`config.mk`:
```
export PLATFORM = sky130hd
export DESIGN_NAME = rgb_color_matrix_convert
export DESIGN_NICKNAME = d
export VERILOG_FILES = /design/src/design/rgb_cmc_pkg.sv /design/src/design/rgb_color_matrix_convert.sv
export SDC_FILE = /design/constraint.sdc
export NUM_CORES = 2
export LEC_CHECK = 0
export BUFFER_PORTS_ARGS = -buffer_cell sky130_fd_sc_hd__buf_2
export CAP_MARGIN = 20
export CORE_ASPECT_RATIO = 1.2
export CORE_MARGIN = 1.5
export CORE_UTILIZATION = 60
export CTS_BUF_LIST = sky130_fd_sc_hd__clkbuf_4 sky130_fd_sc_hd__clkbuf_8 sky130_fd_sc_hd__clkbuf_16
export CTS_CLUSTER_DIAMETER = 120
export DETAILED_ROUTE_END_ITERATION = 7
export HOLD_SLACK_MARGIN = 0.12
export MAX_ROUTING_LAYER = met4
export PLACE_DENSITY = 0.79
export SETUP_SLACK_MARGIN = 0.02
export SLEW_MARGIN = 10
export SYNTH_ARGS = -nofsm -noshare
export SYNTH_HDL_FRONTEND = slang
export SYNTH_SLANG_ARGS = --single-unit
```
`constraint.sdc`:
```
create_clock -name clk -period 8.3 [get_ports clk]
set_input_delay 0.415 -clock clk [delete_from_list [all_inputs] [get_ports clk]]
set_output_delay 0.415 -clock clk [all_outputs]
set_load 0.05 [all_outputs]
```
`src/design/rgb_cmc_pkg.sv`:
```
// Package with constants, codes and coefficient tables of the RGB color matrix block.
package rgb_cmc_pkg;

  // Default widths.
  localparam int COMPONENT_BITS_DEF = 16;
  localparam int COEF_FRAC_BITS_DEF = 14;

  // Configuration port shape.
  localparam int PRIM_W      = 4;
  localparam int CFG_INDEX_W = 2;

  // Register indexes.
  localparam logic [CFG_INDEX_W-1:0] REG_SOURCE = 2'd0;
  localparam logic [CFG_INDEX_W-1:0] REG_TARGET = 2'd1;

  // Gamut codes.
  localparam logic [PRIM_W-1:0] PRIM_BT709  = 4'd0;
  localparam logic [PRIM_W-1:0] PRIM_BT2020 = 4'd1;
  localparam logic [PRIM_W-1:0] PRIM_DCIP3  = 4'd2;

  // Matrix selection codes.
  localparam int MAT_SEL_W = 2;
  localparam logic [MAT_SEL_W-1:0] MAT_IDENT   = 2'd0;
  localparam logic [MAT_SEL_W-1:0] MAT_2020_709 = 2'd1;
  localparam logic [MAT_SEL_W-1:0] MAT_P3_709   = 2'd2;

  // Decimal scale of the coefficient tables.
  localparam longint DecScale = 64'd10000000;

  // Coefficients scaled by ten million, row-major.
  localparam int COEF_2020_709 [9] = '{
    17166511, -3556708, -2533663,
    -6666844, 16164812,   157685,
      176399,  -427706,  9421031
  };

  localparam int COEF_P3_709 [9] = '{
    12249401, -2249401,        0,
     -420569, 10420569,        0,
     -196376,  -786361, 10982735
  };

  localparam int COEF_IDENT [9] = '{
    10000000, 0, 0,
    0, 10000000, 0,
    0, 0, 10000000
  };

  // Decimal table entry for a matrix code and a row-major position.
  function automatic int mat_entry(input logic [MAT_SEL_W-1:0] sel, input int k);
    int val;
    unique case (sel)
      MAT_2020_709: val = COEF_2020_709[k];
      MAT_P3_709:   val = COEF_P3_709[k];
      default:      val = COEF_IDENT[k];
    endcase
    return val;
  endfunction

  // Convert a decimal coefficient to fixed point, ties away from zero.
  function automatic longint to_fixed(input int c7, input int frac);
    bit     neg;
    longint mag;
    longint num;
    longint q;
    neg = (c7 < 0);
    mag = neg ? -longint'(c7) : longint'(c7);
    num = mag * (longint'(1) << frac);
    q   = (num + DecScale / 2) / DecScale;
    return neg ? -q : q;
  endfunction

endpackage

```
`src/design/rgb_color_matrix_convert.sv`:
```
// RGB color matrix converter: pipelined 3x3 multiply with rounding and clamping.
//
// Input channel: in_valid with red_in, green_in, blue_in; the block drives
// in_stall. A request is taken at a rising edge with in_valid high and
// in_stall low. Output channel: out_valid with red_out, green_out, blue_out;
// the receiver drives out_stall.
// Configuration: cfg_wen writes cfg_data into the register at cfg_index
// (0 source gamut, 1 target gamut). Write only while the pipeline is empty.
// The stages are the input register, product stage (nine multipliers), sum
// stage and round/clamp stage that feeds the output register. One request
// enters every cycle while in_stall is low; the product stage sets the clock
// period. When the receiver stalls, the output register holds its result
// and the stages behind it keep filling bubbles; in_stall rises only once
// every stage is full. Reset empties the pipeline and selects identity
// (both gamut registers zero).
module rgb_color_matrix_convert #(
  parameter int COMPONENT_BITS = rgb_cmc_pkg::COMPONENT_BITS_DEF,
  parameter int COEF_FRAC_BITS = rgb_cmc_pkg::COEF_FRAC_BITS_DEF
) (
  input  logic                               clk,
  input  logic                               rst,
  input  logic                               cfg_wen,
  input  logic [rgb_cmc_pkg::CFG_INDEX_W-1:0] cfg_index,
  input  logic [rgb_cmc_pkg::PRIM_W-1:0]     cfg_data,
  input  logic                               in_valid,
  output logic                               in_stall,
  input  logic [COMPONENT_BITS-1:0]          red_in,
  input  logic [COMPONENT_BITS-1:0]          green_in,
  input  logic [COMPONENT_BITS-1:0]          blue_in,
  output logic                               out_valid,
  input  logic                               out_stall,
  output logic [COMPONENT_BITS-1:0]          red_out,
  output logic [COMPONENT_BITS-1:0]          green_out,
  output logic [COMPONENT_BITS-1:0]          blue_out
);
  import rgb_cmc_pkg::*;

  localparam int COEF_W = COEF_FRAC_BITS + 3;
  localparam int PROD_W = COMPONENT_BITS + 1 + COEF_W;
  localparam int ACC_W  = PROD_W + 2;
  localparam int HIGH_W = ACC_W - COEF_FRAC_BITS;
  localparam logic [ACC_W-1:0] ROUND_HALF =
    {{(ACC_W-COEF_FRAC_BITS){1'b0}}, 1'b1, {(COEF_FRAC_BITS-1){1'b0}}};
  localparam logic [COMPONENT_BITS-1:0] MAX_CODE = '1;

  // Configuration registers.
  logic [PRIM_W-1:0] src_gamut;
  logic [PRIM_W-1:0] dst_gamut;

  always_ff @(posedge clk) begin
    if (rst) begin
      src_gamut <= PRIM_BT709;
      dst_gamut <= PRIM_BT709;
    end else if (cfg_wen) begin
      if (cfg_index == REG_SOURCE) begin
        src_gamut <= cfg_data;
      end else if (cfg_index == REG_TARGET) begin
        dst_gamut <= cfg_data;
      end
    end
  end

  // Matrix choice from the gamut pair.
  logic [MAT_SEL_W-1:0] mat_sel;

  always_comb begin
    priority if (src_gamut == PRIM_BT2020 && dst_gamut == PRIM_BT709) begin
      mat_sel = MAT_2020_709;
    end else if (src_gamut == PRIM_DCIP3 && dst_gamut == PRIM_BT709) begin
      mat_sel = MAT_P3_709;
    end else begin
      mat_sel = MAT_IDENT;
    end
  end

  // Fixed-point coefficient tables, worked out at elaboration.
  logic signed [COEF_W-1:0] coef_2020 [9];
  logic signed [COEF_W-1:0] coef_p3   [9];
  logic signed [COEF_W-1:0] coef_id   [9];

  for (genvar k = 0; k < 9; k++) begin : g_coef
    localparam longint CF_2020 = to_fixed(mat_entry(MAT_2020_709, k), COEF_FRAC_BITS);
    localparam longint CF_P3   = to_fixed(mat_entry(MAT_P3_709, k), COEF_FRAC_BITS);
    localparam longint CF_ID   = to_fixed(mat_entry(MAT_IDENT, k), COEF_FRAC_BITS);
    assign coef_2020[k] = CF_2020[COEF_W-1:0];
    assign coef_p3[k]   = CF_P3[COEF_W-1:0];
    assign coef_id[k]   = CF_ID[COEF_W-1:0];
  end

  // Pipeline registers.
  logic                      v1, v2, v3, v4;
  logic [COMPONENT_BITS-1:0] pix1 [3];
  logic [MAT_SEL_W-1:0]      sel1;
  logic signed [PROD_W-1:0]  prod2 [9];
  logic signed [ACC_W-1:0]   acc3 [3];
  logic [COMPONENT_BITS-1:0] res4 [3];

  // A stage moves when it is empty or the stage after it moves.
  logic en1, en2, en3, en4;

  assign en4      = !v4 || !out_stall;
  assign en3      = !v3 || en4;
  assign en2      = !v2 || en3;
  assign en1      = !v1 || en2;
  assign in_stall = !en1;

  // Valid bits.
  always_ff @(posedge clk) begin
    if (rst) begin
      v1 <= 1'b0;
      v2 <= 1'b0;
      v3 <= 1'b0;
      v4 <= 1'b0;
    end else begin
      if (en1) v1 <= in_valid;
      if (en2) v2 <= v1;
      if (en3) v3 <= v2;
      if (en4) v4 <= v3;
    end
  end

  // Stage 1: capture the pixel and the matrix choice.
  always_ff @(posedge clk) begin
    if (en1) begin
      pix1[0] <= red_in;
      pix1[1] <= green_in;
      pix1[2] <= blue_in;
      sel1    <= mat_sel;
    end
  end

  // Coefficients of the chosen matrix.
  logic signed [COEF_W-1:0] coef_sel [9];

  always_comb begin
    for (int k = 0; k < 9; k++) begin
      unique case (sel1)
        MAT_2020_709: coef_sel[k] = coef_2020[k];
        MAT_P3_709:   coef_sel[k] = coef_p3[k];
        default:      coef_sel[k] = coef_id[k];
      endcase
    end
  end

  // Stage 2: nine products.
  always_ff @(posedge clk) begin
    if (en2) begin
      for (int i = 0; i < 3; i++) begin
        for (int j = 0; j < 3; j++) begin
          prod2[i*3+j] <= $signed({1'b0, pix1[j]}) * coef_sel[i*3+j];
        end
      end
    end
  end

  // Stage 3: row sums.
  always_ff @(posedge clk) begin
    if (en3) begin
      for (int i = 0; i < 3; i++) begin
        acc3[i] <= ACC_W'(prod2[i*3]) + ACC_W'(prod2[i*3+1]) + ACC_W'(prod2[i*3+2]);
      end
    end
  end

  // Stage 4: round to nearest, then clamp to the code range.
  logic [COMPONENT_BITS-1:0] res4_next [3];
  logic [ACC_W-1:0]          rnd [3];
  logic [HIGH_W-1:0]         shifted [3];

  always_comb begin
    for (int i = 0; i < 3; i++) begin
      rnd[i]     = acc3[i] + ROUND_HALF;
      shifted[i] = rnd[i][ACC_W-1:COEF_FRAC_BITS];
      if (acc3[i][ACC_W-1]) begin
        res4_next[i] = '0;
      end else if (|shifted[i][HIGH_W-1:COMPONENT_BITS]) begin
        res4_next[i] = MAX_CODE;
      end else begin
        res4_next[i] = shifted[i][COMPONENT_BITS-1:0];
      end
    end
  end

  always_ff @(posedge clk) begin
    if (en4) begin
      for (int i = 0; i < 3; i++) begin
        res4[i] <= res4_next[i];
      end
    end
  end

  assign out_valid = v4;
  assign red_out   = res4[0];
  assign green_out = res4[1];
  assign blue_out  = res4[2];

endmodule

```
==> results.cfg <==
[status]
status = completed

[placement]
dp_hpwl_mm = 186.5
pre_cts_slack_ns = 0.1124
place_congestion = 1.068
port-buffer-count = 108
postPlaceCellArea_um2 = 79060

[worst_setup_path]
required_ns = 8.72
arrival_ns = 8.37
r2r-start = sel1[0]$_SDFFCE_PP1N_
worstSetupPathType = reg -> reg
reg2reg_to = prod2[0][269]$_DFFE_PP_
end_kind = register
crit_path_max_fanout = 10
regToRegSetupSlack_ns = 0.36
crit_end = prod2[0][269]$_DFFE_PP_
r2r_cells = 27
startpoint = sel1[0]$_SDFFCE_PP1N_
critPathLaunchType = register

[global_route]
antenna_found_initial = 16
track_usage_pct = 36.35
grt_max_degree = 167
grt_pass1_wl_mm = 333.8
grt_pass1_vias = 56455
grt.overflow.total = 0

[die]
io_pins = 109
die_x_um = 326.5
initial_core_util_pct = 60.41
row_count = 142
fp.dieH_um = 391.2
core-area_um2 = 124700
die_area_um2 = 127700

[yosys]
synth_top_flop_cell = edfxtp_1
synth_edf_count = 459
synth_top_cell_area_share_pct = 31.17
synth.yosys.seq_area_share_pct = 18.61
ys_types = 74
yosysTopAreaCell = fa_1
ys_seq_elements = 471
syn_area_per_cell_um2 = 10.51
syn_area_um2 = 75350
syn_nets = 9720
ys_async_sr_fraction_pct = 0
synthTopCellsByArea = fa_1, ha_1, edfxtp_1
yosysWarnings = 0
syn-instance-count = 7166

[power_and_ir_drop]
p_int_mw = 7.270
swShare_pct = 41.91
p_comb_share_pct = 47.6
p_leak_nw = 46.03
irDropWorstVdd_uv = 308.6
seqPwrFrac_pct = 32.1
power_density_nw_per_um2 = 153.4
p_clk_share_pct = 20.2
switchingPower_mw = 5.246

[sta]
clock.fmax_ghz = 0.1259
finalSetupViolCount = 0
setup_tns_ns = 0
layout_setup_ws_ns = 0.3582
timing.final.crit_share_pct = 95.68
rsz0062_at_grt = no
period_needed_ns = 7.942
slew_headroom_pct = 28.10
skew_ns = 0.03999
finalHoldViolations = 0
drv_slew = 0
worstMarginPinSlew_ns = 1.079

[finish]
final_layout_size_suffix_gt1_share_pct = 5.896
syn_to_final_growth_pct = 8.291
fin_util_pct = 65.42
seqCellArea_um2 = 14020
multiInputGateArea_um2 = 54300
num-fill-cells = 9774
fin_area_um2 = 81590
layout.nets = 10043

[clocking]
cts-buffers-inserted = 53
clk_path_buf_depth = 3
cts_tree = built
insertion_delay_ns = 0.68
clkTransAtPathRegs_ns = 0.07
cts.sinks = 471
cts_max_level = 2
clockRootBuffer = clkbuf_16

[routing]
detail-route-antenna-nets = 0
wl_per_cell_um = 23.83
drt_iter0_drc = 4470
num_vias = 52691
dr.pass1.iters = 6
drc = 0
routed_wl_mm = 219.2
via_per_inst = 5.728

[run]
drv_cap = 0

[min_path]
hold_path.class = in -> reg
## area by class of cell
| class | count | area share, % |
|---|---|---|
| repair buffers | 343 | 3.104 |
| flip-flops and latches | 471 | 17.19 |
| clock buffers | 64 | 1.763 |
| inverters | 1807 | 8.322 |
| diodes | 13 | 0.03987 |
| clock inverters | 32 | 0.4984 |
| well taps | 1656 | 2.539 |
| multi-input cells | 4813 | 66.55 |
## worst min path at each step
stage / start / cells past startpoint / slack [ns] / endpoint
after floorplan: v3$_SDFFE_PP0P_ / 2 / 0.43 / out_valid$_SDFFE_PP0P_
after global placement: v3$_SDFFE_PP0P_ / 2 / 0.45 / out_valid$_SDFFE_PP0P_
after detailed placement: v3$_SDFFE_PP0P_ / 2 / 0.46 / out_valid$_SDFFE_PP0P_
after CTS: cfg_index[1] / 4 / 0.15 / src_gamut[2]$_SDFFE_PP0P_
after global routing: cfg_index[1] / 4 / 0.22 / src_gamut[2]$_SDFFE_PP0P_
final: cfg_index[1] / 4 / 0.20 / src_gamut[1]$_SDFFE_PP0P_
## repair_timing
item                                    4_1_cts  5_1_grt
hold endpoints to repair                     60        0
resized for setup                             0        4
hold buffers                                 61        0
buffers inserted                              0        3
endpoints found under the setup margin        0       22
## sequential cells by signal, indices dropped and copies added, names as in the netlist
signal,flops
v1,1
v2,1
res4,48
acc3,69
src_gamut,4
prod2,292
sel1,2
out_valid,1
v3,1
pix1,48
dst_gamut,4
## stage by stage
step / cells / hold slack [ns] / power (mW)
after floorplan: 7166 / 0.4298 / 7.989
after global placement: 9026 / 0.4486 / 9.704
after detailed placement: 9026 / 0.4564 / 9.851
after CTS: 9183 / 0.1462 / 12.50
after global routing: 9195 / 0.2210 / 13.31
final: 9199 / 0.2024 / 12.52
## power by group through the flow
stage / Sequential (mW) / Clock [mW] / Combinational [mW]
floorplan: 4.17 / 0 / 3.82
global placement: 4.04 / 0 / 5.66
detailed placement: 4.06 / 0 / 5.79
CTS: 4.02 / 2.56 / 5.92
global route: 4.06 / 2.64 / 6.61
finish: 4.02 / 2.53 / 5.96
## synth_stat cells, types with 7 or more instances
| cell type | n |
|---|---|
| and4_1 | 8 |
| nand2b_1 | 66 |
| xnor2_1 | 294 |
| or3_1 | 9 |
| a21oi_1 | 331 |
| nand2_1 | 270 |
| nor3_1 | 40 |
| nor2_1 | 263 |
| a21o_1 | 154 |
| o21a_1 | 41 |
| a31oi_1 | 25 |
| inv_1 | 1795 |
| clkbuf_1 | 59 |
| and2_1 | 58 |
| mux2i_1 | 9 |
| edfxtp_1 | 459 |
| o211ai_1 | 10 |
| a211oi_1 | 24 |
| ha_1 | 1322 |
| a221oi_1 | 7 |
| nand4_1 | 37 |
| o21bai_1 | 51 |
| o21ai_0 | 130 |
| a31o_2 | 10 |
| nor2b_1 | 80 |
| buf_1 | 14 |
| clkinv_1 | 11 |
| xor2_1 | 124 |
| and3_1 | 38 |
| dfxtp_1 | 12 |
| or2_2 | 44 |
| a21boi_0 | 13 |
| nand3_1 | 69 |
| fa_1 | 1173 |
## critical path, cell delays in order (launching register included)
cell,delay (ns)
edfxtp_1,0.38
inv_1,0.06
ha_2,0.37
clkinvlp_4,0.39
buf_4,0.32
nand2_1,0.08
clkinv_1,0.27
xnor2_1,0.35
ha_1,0.20
nor2_1,0.06
fa_1,0.44
fa_1,0.53
fa_1,0.54
inv_1,0.05
fa_1,0.48
inv_1,0.06
fa_1,0.47
inv_1,0.04
ha_1,0.35
nand2_1,0.08
a211oi_1,0.32
o22ai_1,0.22
o311a_1,0.38
o211a_1,0.30
o41ai_4,0.47
a221o_1,0.23
a21oi_1,0.08
xnor2_1,0.14
## per-layer routing
metal	global-route usage, %	vias up	part of all wire [%]
li1	-	23628	-
met1	45.27	26234	39
met2	55.35	2273	45
met3	8.356	556	9.4
met4	19.32	0	6.5
met5	-	-	0
## cell families (layout without fill, tap and decap cells)
group | count (synthesis) | after routing | share of synthesized area, %
adder cells (fa/ha/maj) | 2500 | 2500 | 53.19
buffers and inverters | 1882 | 2246 | 9.379
AND/OR/NAND/NOR | 1003 | 1003 | 6.432
AO/OA/AOI/OAI | 883 | 883 | 7.413
flip-flops | 471 | 471 | 18.61
XOR/XNOR | 418 | 418 | 4.859
multiplexers | 9 | 9 | 0.1196
other | 0 | 13 | 0
## layout by cell type (no fill, tap or decap), types with 25 or more instances in the layout
master / count
inv_1: 1793
ha_1: 1320
fa_1: 1173
edfxtp_1: 459
a21oi_1: 331
xnor2_1: 294
nand2_1: 267
nor2_1: 263
buf_4: 168
a21o_1: 154
o21ai_0: 130
xor2_1: 124
buf_2: 108
nor2b_1: 80
nand3_1: 68
nand2b_1: 66
dlygate4sd3_1: 61
and2_1: 58
clkbuf_16: 54
o21bai_1: 51
or2_2: 44
o21a_1: 41
nor3_1: 40
and3_1: 38
nand4_1: 37
a31oi_1: 25
Power figures use the tool's default switching activity.
